<file path="src/design/m3h_pkg.sv">
// m3h_pkg: constants, types and the queue entry format for the MurmurHash3
// x86_32 stream hasher.
// No dependencies; used by every module in design/.
package m3h_pkg;

  localparam logic [31:0] C1 = 32'hcc9e2d51;
  localparam logic [31:0] C2 = 32'h1b873593;
  localparam logic [31:0] C3 = 32'he6546b64;
  localparam logic [31:0] F1 = 32'h85ebca6b;
  localparam logic [31:0] F2 = 32'hc2b2ae35;

  // Word queue between front and back
  localparam int unsigned QDepth = 4;
  localparam int unsigned QAw    = $clog2(QDepth);

  // What the back end does with one scrambled word
  typedef enum logic [1:0] {
    OP_BODY       = 2'd0,  // full word, message continues
    OP_FINAL_FULL = 2'd1,  // full word, then finalize
    OP_FINAL_TAIL = 2'd2,  // 1..3 bytes, tail mix, then finalize
    OP_FINAL_NONE = 2'd3   // no bytes, finalize only
  } m3h_op_e;

  typedef struct packed {
    logic [31:0] k;          // scrambled word: rotl15(w * C1) * C2
    m3h_op_e     op;
    logic [2:0]  add_bytes;  // 0..4
  } m3h_entry_t;

  typedef enum logic [1:0] {
    BS_MIX = 2'd0,
    BS_AV1 = 2'd1,
    BS_AV2 = 2'd2,
    BS_OUT = 2'd3
  } m3h_bstate_e;

endpackage

</file>
<file path="src/design/m3h_front.sv">
// m3h_front: accepts input words, classifies them and runs the two-stage
// word scramble (multiply, rotate, multiply). Depends on m3h_pkg.
module m3h_front (
  input  logic                clk_i,
  input  logic                rst_ni,
  input  logic                in_valid_i,
  output logic                in_ready_o,
  input  logic [31:0]         word_i,
  input  logic [2:0]          count_i,
  input  logic                last_i,
  output logic                push_o,
  output m3h_pkg::m3h_entry_t push_entry_o,
  input  logic                push_ready_i
);

  logic              s1_valid_q, s2_valid_q;
  logic [31:0]       s1_k_q, s2_k_q;
  m3h_pkg::m3h_op_e  s1_op_q, s2_op_q;
  logic [2:0]        s1_add_q, s2_add_q;
  logic              advance;

  logic [31:0]       masked;
  m3h_pkg::m3h_op_e  op_in;
  logic [2:0]        add_in;
  logic [31:0]       rot1;

  assign advance    = !s2_valid_q || push_ready_i;
  assign in_ready_o = advance;

  // classify and mask the tail bytes
  always_comb begin
    masked = word_i;
    op_in  = m3h_pkg::OP_BODY;
    add_in = 3'd4;
    if (last_i) begin
      case (count_i)
        3'd0: begin
          masked = '0;
          op_in  = m3h_pkg::OP_FINAL_NONE;
          add_in = 3'd0;
        end
        3'd1: begin
          masked = {24'd0, word_i[7:0]};
          op_in  = m3h_pkg::OP_FINAL_TAIL;
          add_in = 3'd1;
        end
        3'd2: begin
          masked = {16'd0, word_i[15:0]};
          op_in  = m3h_pkg::OP_FINAL_TAIL;
          add_in = 3'd2;
        end
        3'd3: begin
          masked = {8'd0, word_i[23:0]};
          op_in  = m3h_pkg::OP_FINAL_TAIL;
          add_in = 3'd3;
        end
        default: begin  // four or more: full word
          op_in  = m3h_pkg::OP_FINAL_FULL;
          add_in = 3'd4;
        end
      endcase
    end
  end

  assign rot1 = {s1_k_q[16:0], s1_k_q[31:17]};

  always_ff @(posedge clk_i or negedge rst_ni) begin
    if (!rst_ni) begin
      s1_valid_q <= 1'b0;
      s2_valid_q <= 1'b0;
    end else if (advance) begin
      s1_valid_q <= in_valid_i;
      s2_valid_q <= s1_valid_q;
    end
  end

  always_ff @(posedge clk_i) begin
    if (advance) begin
      s1_k_q   <= masked * m3h_pkg::C1;
      s1_op_q  <= op_in;
      s1_add_q <= add_in;
      s2_k_q   <= rot1 * m3h_pkg::C2;
      s2_op_q  <= s1_op_q;
      s2_add_q <= s1_add_q;
    end
  end

  assign push_o                 = s2_valid_q;
  assign push_entry_o.k         = s2_k_q;
  assign push_entry_o.op        = s2_op_q;
  assign push_entry_o.add_bytes = s2_add_q;

endmodule

</file>
<file path="src/design/m3h_fifo.sv">
// m3h_fifo: short queue of scrambled words between front and back end.
// Depends on m3h_pkg.
module m3h_fifo (
  input  logic                clk_i,
  input  logic                rst_ni,
  input  logic                push_i,
  input  m3h_pkg::m3h_entry_t push_entry_i,
  output logic                push_ready_o,
  output logic                pop_valid_o,
  output m3h_pkg::m3h_entry_t pop_entry_o,
  input  logic                pop_i
);

  m3h_pkg::m3h_entry_t       mem_q [m3h_pkg::QDepth];
  logic [m3h_pkg::QAw-1:0]   wr_ptr_q, rd_ptr_q;
  logic [m3h_pkg::QAw:0]     fill_q;
  logic                      do_push, do_pop;

  assign push_ready_o = (fill_q != (m3h_pkg::QAw+1)'(m3h_pkg::QDepth));
  assign pop_valid_o  = (fill_q != '0);
  assign do_push      = push_i && push_ready_o;
  assign do_pop       = pop_i && pop_valid_o;
  assign pop_entry_o  = mem_q[rd_ptr_q];

  always_ff @(posedge clk_i or negedge rst_ni) begin
    if (!rst_ni) begin
      wr_ptr_q <= '0;
      rd_ptr_q <= '0;
      fill_q   <= '0;
    end else begin
      if (do_push) wr_ptr_q <= wr_ptr_q + 1'b1;
      if (do_pop)  rd_ptr_q <= rd_ptr_q + 1'b1;
      if (do_push && !do_pop)      fill_q <= fill_q + 1'b1;
      else if (do_pop && !do_push) fill_q <= fill_q - 1'b1;
    end
  end

  always_ff @(posedge clk_i) begin
    if (do_push) mem_q[wr_ptr_q] <= push_entry_i;
  end

endmodule

</file>
<file path="src/design/m3h_back.sv">
// m3h_back: hash recurrence, length count, fmix32 avalanche and the result
// register. Depends on m3h_pkg.
module m3h_back (
  input  logic                clk_i,
  input  logic                rst_ni,
  input  logic [31:0]         seed_i,
  input  logic                pop_valid_i,
  input  m3h_pkg::m3h_entry_t pop_entry_i,
  output logic                pop_o,
  output logic                out_valid_o,
  input  logic                out_ready_i,
  output logic [31:0]         out_hash_o,
  output logic [31:0]         out_len_o
);

  m3h_pkg::m3h_bstate_e state_q, state_d;
  logic [31:0] h_q, h_d, total_q, total_d;
  logic        in_msg_q, in_msg_d;
  logic        out_valid_q, out_valid_d;
  logic [31:0] out_hash_q, out_hash_d, out_len_q, out_len_d;

  logic [31:0] h_base, t_base, hx, hr, x1, x2;

  assign h_base = in_msg_q ? h_q : seed_i;
  assign t_base = in_msg_q ? total_q : '0;
  assign hx     = h_base ^ pop_entry_i.k;
  assign hr     = {hx[18:0], hx[31:19]};
  assign x1     = h_q ^ total_q;
  assign x2     = h_q;

  always_comb begin
    state_d     = state_q;
    h_d         = h_q;
    total_d     = total_q;
    in_msg_d    = in_msg_q;
    out_valid_d = out_valid_q && !out_ready_i;
    out_hash_d  = out_hash_q;
    out_len_d   = out_len_q;
    pop_o       = 1'b0;
    case (state_q)
      m3h_pkg::BS_MIX: begin
        if (pop_valid_i) begin
          pop_o    = 1'b1;
          in_msg_d = 1'b1;
          total_d  = t_base + {29'd0, pop_entry_i.add_bytes};
          case (pop_entry_i.op)
            m3h_pkg::OP_BODY: begin
              h_d = (hr << 2) + hr + m3h_pkg::C3;
            end
            m3h_pkg::OP_FINAL_FULL: begin
              h_d     = (hr << 2) + hr + m3h_pkg::C3;
              state_d = m3h_pkg::BS_AV1;
            end
            m3h_pkg::OP_FINAL_TAIL: begin
              h_d     = hx;
              state_d = m3h_pkg::BS_AV1;
            end
            default: begin  // no tail bytes
              h_d     = h_base;
              state_d = m3h_pkg::BS_AV1;
            end
          endcase
        end
      end
      m3h_pkg::BS_AV1: begin
        h_d     = (x1 ^ (x1 >> 16)) * m3h_pkg::F1;
        state_d = m3h_pkg::BS_AV2;
      end
      m3h_pkg::BS_AV2: begin
        h_d     = (x2 ^ (x2 >> 13)) * m3h_pkg::F2;
        state_d = m3h_pkg::BS_OUT;
      end
      m3h_pkg::BS_OUT: begin
        if (!out_valid_q || out_ready_i) begin
          h_d         = h_q ^ (h_q >> 16);
          out_hash_d  = h_q ^ (h_q >> 16);
          out_len_d   = total_q;
          out_valid_d = 1'b1;
          in_msg_d    = 1'b0;
          state_d     = m3h_pkg::BS_MIX;
        end
      end
      default: state_d = m3h_pkg::BS_MIX;
    endcase
  end

  always_ff @(posedge clk_i or negedge rst_ni) begin
    if (!rst_ni) begin
      state_q     <= m3h_pkg::BS_MIX;
      in_msg_q    <= 1'b0;
      out_valid_q <= 1'b0;
    end else begin
      state_q     <= state_d;
      in_msg_q    <= in_msg_d;
      out_valid_q <= out_valid_d;
    end
  end

  always_ff @(posedge clk_i) begin
    h_q        <= h_d;
    total_q    <= total_d;
    out_hash_q <= out_hash_d;
    out_len_q  <= out_len_d;
  end

  assign out_valid_o = out_valid_q;
  assign out_hash_o  = out_hash_q;
  assign out_len_o   = out_len_q;

endmodule

</file>
<file path="src/design/murmur3_hash32_stream.sv">
// murmur3_hash32_stream: MurmurHash3 x86_32 over a stream of little-endian
// 32-bit words. Depends on m3h_pkg, m3h_front, m3h_fifo and m3h_back.
//
// Each input transfer carries one message word, its valid byte count and a
// last mark; one output transfer with the hash and the byte length follows
// every last transfer. The front end takes a word every cycle unless the
// queue is full, and scrambles it in two multiply stages; a four-entry
// queue feeds the back end, which folds one word a cycle into the running
// hash (xor, rotate, times five, add) and counts bytes. A last word takes
// the back end through the fold, two avalanche multiplies and the load of
// the result register, which waits while the output is stalled; the back
// end takes no new word meanwhile.
// Non-last words always count as four bytes; on the last word counts above
// four saturate to four and bytes above the count are ignored. The seed
// written over the configuration channel is loaded at each message start;
// write it only while no message is in flight. The length wraps at 2^32.
module murmur3_hash32_stream (
  input  logic        clk_i,
  input  logic        rst_ni,
  // configuration: hash_seed
  input  logic        cfg_valid_i,
  output logic        cfg_ready_o,
  input  logic [31:0] cfg_data_i,
  // input words
  input  logic        s_axis_tvalid,
  output logic        s_axis_tready,
  input  logic [39:0] s_axis_tdata,   // [31:0] data_word, [34:32] valid_bytes, zero fill
  input  logic        s_axis_tlast,   // last_word
  // results
  output logic        m_axis_tvalid,
  input  logic        m_axis_tready,
  output logic [63:0] m_axis_tdata    // [31:0] hash_value, [63:32] message_length
);

  logic [31:0]         seed_q;
  logic                push, push_ready, pop_valid, pop;
  m3h_pkg::m3h_entry_t push_entry, pop_entry;
  logic [31:0]         out_hash, out_len;

  // seed register, always writable
  assign cfg_ready_o = 1'b1;

  always_ff @(posedge clk_i or negedge rst_ni) begin
    if (!rst_ni) begin
      seed_q <= '0;
    end else if (cfg_valid_i) begin
      seed_q <= cfg_data_i;
    end
  end

  m3h_front u_front (
    .clk_i        (clk_i),
    .rst_ni       (rst_ni),
    .in_valid_i   (s_axis_tvalid),
    .in_ready_o   (s_axis_tready),
    .word_i       (s_axis_tdata[31:0]),
    .count_i      (s_axis_tdata[34:32]),
    .last_i       (s_axis_tlast),
    .push_o       (push),
    .push_entry_o (push_entry),
    .push_ready_i (push_ready)
  );

  m3h_fifo u_fifo (
    .clk_i        (clk_i),
    .rst_ni       (rst_ni),
    .push_i       (push),
    .push_entry_i (push_entry),
    .push_ready_o (push_ready),
    .pop_valid_o  (pop_valid),
    .pop_entry_o  (pop_entry),
    .pop_i        (pop)
  );

  m3h_back u_back (
    .clk_i       (clk_i),
    .rst_ni      (rst_ni),
    .seed_i      (seed_q),
    .pop_valid_i (pop_valid),
    .pop_entry_i (pop_entry),
    .pop_o       (pop),
    .out_valid_o (m_axis_tvalid),
    .out_ready_i (m_axis_tready),
    .out_hash_o  (out_hash),
    .out_len_o   (out_len)
  );

  assign m_axis_tdata = {out_len, out_hash};

endmodule

</file>
<file path="config.mk">
export PLATFORM = sky130hd
export DESIGN_NAME = murmur3_hash32_stream
export DESIGN_NICKNAME = d
export VERILOG_FILES = /design/src/design/m3h_pkg.sv /design/src/design/m3h_front.sv /design/src/design/m3h_fifo.sv /design/src/design/m3h_back.sv /design/src/design/murmur3_hash32_stream.sv
export SDC_FILE = /design/constraint.sdc
export NUM_CORES = 2
export LEC_CHECK = 0
export BUFFER_PORTS_ARGS = -buffer_cell sky130_fd_sc_hd__buf_2
export CELL_PAD_IN_SITES_DETAIL_PLACEMENT = 1
export CELL_PAD_IN_SITES_GLOBAL_PLACEMENT = 2
export CORE_ASPECT_RATIO = 0.75
export CORE_MARGIN = 5
export CORE_UTILIZATION = 35
export CTS_CLUSTER_DIAMETER = 30
export DETAILED_ROUTE_END_ITERATION = 16
export GPL_TIMING_DRIVEN = 0
export PLACE_DENSITY_LB_ADDON = 0.1
export SYNTH_ARGS = -nofsm -noshare
export SYNTH_HDL_FRONTEND = slang
export SYNTH_SLANG_ARGS = --single-unit
</file>
<file path="constraint.sdc">
create_clock -name clk_i -period 12.59 [get_ports clk_i]
set_input_delay 0.6295 -clock clk_i [delete_from_list [all_inputs] [get_ports clk_i]]
set_output_delay 0.6295 -clock clk_i [all_outputs]
set_load 0.005 [all_outputs]
</file>
==> flow_metrics.tcl <==
set metrics [dict create \
    cp_max_fo 6 \
    grt_pass1_vias 36813 \
    drt_iter0_drc 1730 \
    cts_made_buffers 89 \
    stdcell_count 7027 \
    ys_ff_latch 395 \
    synth_edf_count 350 \
    reg2reg_to "u_back.h_q[31]" \
    final_util 0.397 \
    yosysSeqAreaShare 0.223 \
    hold_buffers 0 \
    drive_gt1_frac 0.0859 \
    setup_tns_ps 0 \
    antenna_found_initial 2 \
    cp.arrival_ps 10430 \
    synth_top_area_frac 0.277 \
    synth_commonest_cells "inv_1, ha_1, fa_1" \
    start_util 0.353 \
    synth.area.top_cells "fa_1, edfxtp_1, ha_1" \
    startpoint_type "register" \
    drv_slew 0 \
    syn_avg_cell_area_um2 11.1 \
    regArea_um2 11600 \
    die_area_um2 157000 \
    htreeDepth 3 \
    postSynthCellCount 4727 \
    place_hpwl_um 144000 \
    fp.dieW_um 456 \
    finalWirelength_um 167000 \
    grt_start_max_net_pins 62 \
    grt_setup_unrepaired "false" \
    yosys_warnings 0 \
    max_slew_margin 0.190 \
    r2r_cells 26 \
    crit_slowest_cell "xnor2_1" \
    ys_types 81 \
    cp_num_buf_inv 3 \
    grtUsageTotal 0.214 \
    path_clk_slew_ps 50 \
    gp_congestion 0.885 \
    fmax_ghz 0.0994 \
    drc 0 \
    yosysMostFrequentCell "inv_1" \
    first_pass_iters 5 \
    row_count 122 \
    final-hold-violation-count 0 \
    finalClockSkew_ps 64.5 \
    area_growth_pct 12.5 \
    cap_violations 0 \
    max-clock-path-buffers 3 \
    critPathMaxStageDelay_ps 860 \
    fp.dieH_um 345 \
    viasPerCell 4.76 \
    place_inst 6858 \
    core_area_um2 148000 \
    final_cell_area_um2 58800 \
    cts_root_buf "clkbuf_16" \
    cts_tree "yes" \
    synth-main-ff-cell "edfxtp_1" \
    setup_violations 0 \
    ant_nets 0 \
    grt_pass1_wl_um 247000 \
    fin_crit_ps 10060 \
    rrSetupSlack_ps 2530 \
    path_delay_family "adder cells" \
    io_pins 145 \
    netlist_area_um2 52300 \
    clkSinkCount 395 \
    r2r_start "u_back.h_q[22]" \
    yosys.area.top_type "fa_1" \
    clock_latency_ps 690 \
    syn_nets 6363 \
    period_share 0.799 \
    path_class "reg -> reg" \
    fillerInstances 16254 \
    portBuffers 137 \
    fin_nets 6601 \
    post_cts_buffers 0 \
    dpl-instance-area_um2 55700 \
    multiInputGateArea_um2 35800 \
    status "finished clean" \
    end_kind "register" \
    critPathMostFrequentCell "fa_1" \
    routedWlPerCell_um 23.7 \
    worst_pin_slew_ps 1210 \
    synthArstFlopShare 0.114 \
    post_cts_resized 0 \
    grt.overflow.total 0 \
    hp-class "in -> async" \
    required_ps 12960 \
    vias 33446 \
]
[placed cells by master (no fill, tap or decap), types with 29 or more instances in the layout]
cell,count
nor2_1,80
and2_1,43
fa_1,723
nand2_1,155
a21oi_1,149
clkbuf_1,49
o21ai_0,81
xnor2_1,306
nand3_1,34
inv_1,1220
a21o_1,38
clkbuf_16,89
buf_2,146
ha_1,835
xor2_1,123
mux2i_1,40
mux4_2,36
edfxtp_1,350
mux2_2,37
dfrtp_1,45
nand2b_1,29
[flip-flops by register name, summed over array words and instances (netlist names), 32 cells and up]
name and cells:
u_fifo.mem_q 148, u_back.out_len_o 32, seed_q 32, u_front.s2_k_q 32, u_back.total_q 32, u_back.h_q 32, u_back.out_hash_o 32, u_front.s1_k_q 32
[worst register-to-register path, cell delays in order (launching register included)]
cell and delay [ps]:
edfxtp_1 800, clkbuf_1 790, xor2_1 470, xnor2_1 860
xnor2_1 350, ha_1 280, or2_2 310, fa_1 480
fa_1 570, inv_1 80, fa_1 520, fa_1 560
inv_1 50, fa_1 440, fa_1 510, fa_1 410
ha_1 360, nand2_1 90, nand2_1 60, nand2_1 130
nand3b_1 90, o211ai_1 360, o22ai_1 190, o31a_2 340
o32a_1 170, and4_4 200, o31a_1 280
[kinds of logic (layout without fill, tap and decap cells)]
| kind of cell | count (synthesis) | in the layout | synth area share |
|---|---|---|---|
| adders and majority gates | 1558 | 1558 | 0.477 |
| buffers and inverters | 1293 | 1606 | 0.0942 |
| and+or+nand+nor | 476 | 476 | 0.0451 |
| AOI/OAI and AO/OA | 451 | 451 | 0.0557 |
| xor gates and xnor gates | 440 | 440 | 0.0747 |
| DFF | 395 | 395 | 0.223 |
| muxes | 113 | 113 | 0.0311 |
| other | 1 | 4 | 0.0000717 |
[area by class of cell]
class / instances / share of cell area
Clock inverter: 68 / 0.0139
Sequential cell: 395 / 0.198
Timing Repair Buffer: 147 / 0.0149
Inverter: 1222 / 0.0780
Antenna cell: 3 / 0.000128
Clock buffer: 98 / 0.0388
Buffer: 71 / 0.00577
Multi-Input combinational cell: 3039 / 0.608
Tap cell: 1984 / 0.0422
[per-layer routing]
layer  wire (um)  global-route usage  up-vias
met5           0                   0        -
met4        3090              0.0419        0
met3        5810              0.0267      123
met2       76200               0.345      488
met1       81400               0.312    17125
li1            -                   -    15710
[worst max path at each step]
stage	cells after the start	endpoint	start
after floorplan	29	u_front.s1_k_q[31]	s_axis_tlast
after global routing	26	u_back.h_q[31]	u_back.h_q[22]
after global placement	26	u_back.h_q[31]	u_back.h_q[22]
final	26	u_back.h_q[31]	u_back.h_q[22]
after detailed placement	26	u_back.h_q[31]	u_back.h_q[22]
after CTS	26	u_back.h_q[31]	u_back.h_q[22]
[stage by stage]
step                hold slack (ps)  setup WS (ps)
floorplan                       334           4930
global placement                405           2650
detailed placement              406           2700
CTS                             140           2590
global route                   71.6           2280
finish                         47.0           2530
Power is left out: the tool's default activity adds up to more than one toggle a clock period on the data nets, which glitch-free logic cannot reach.
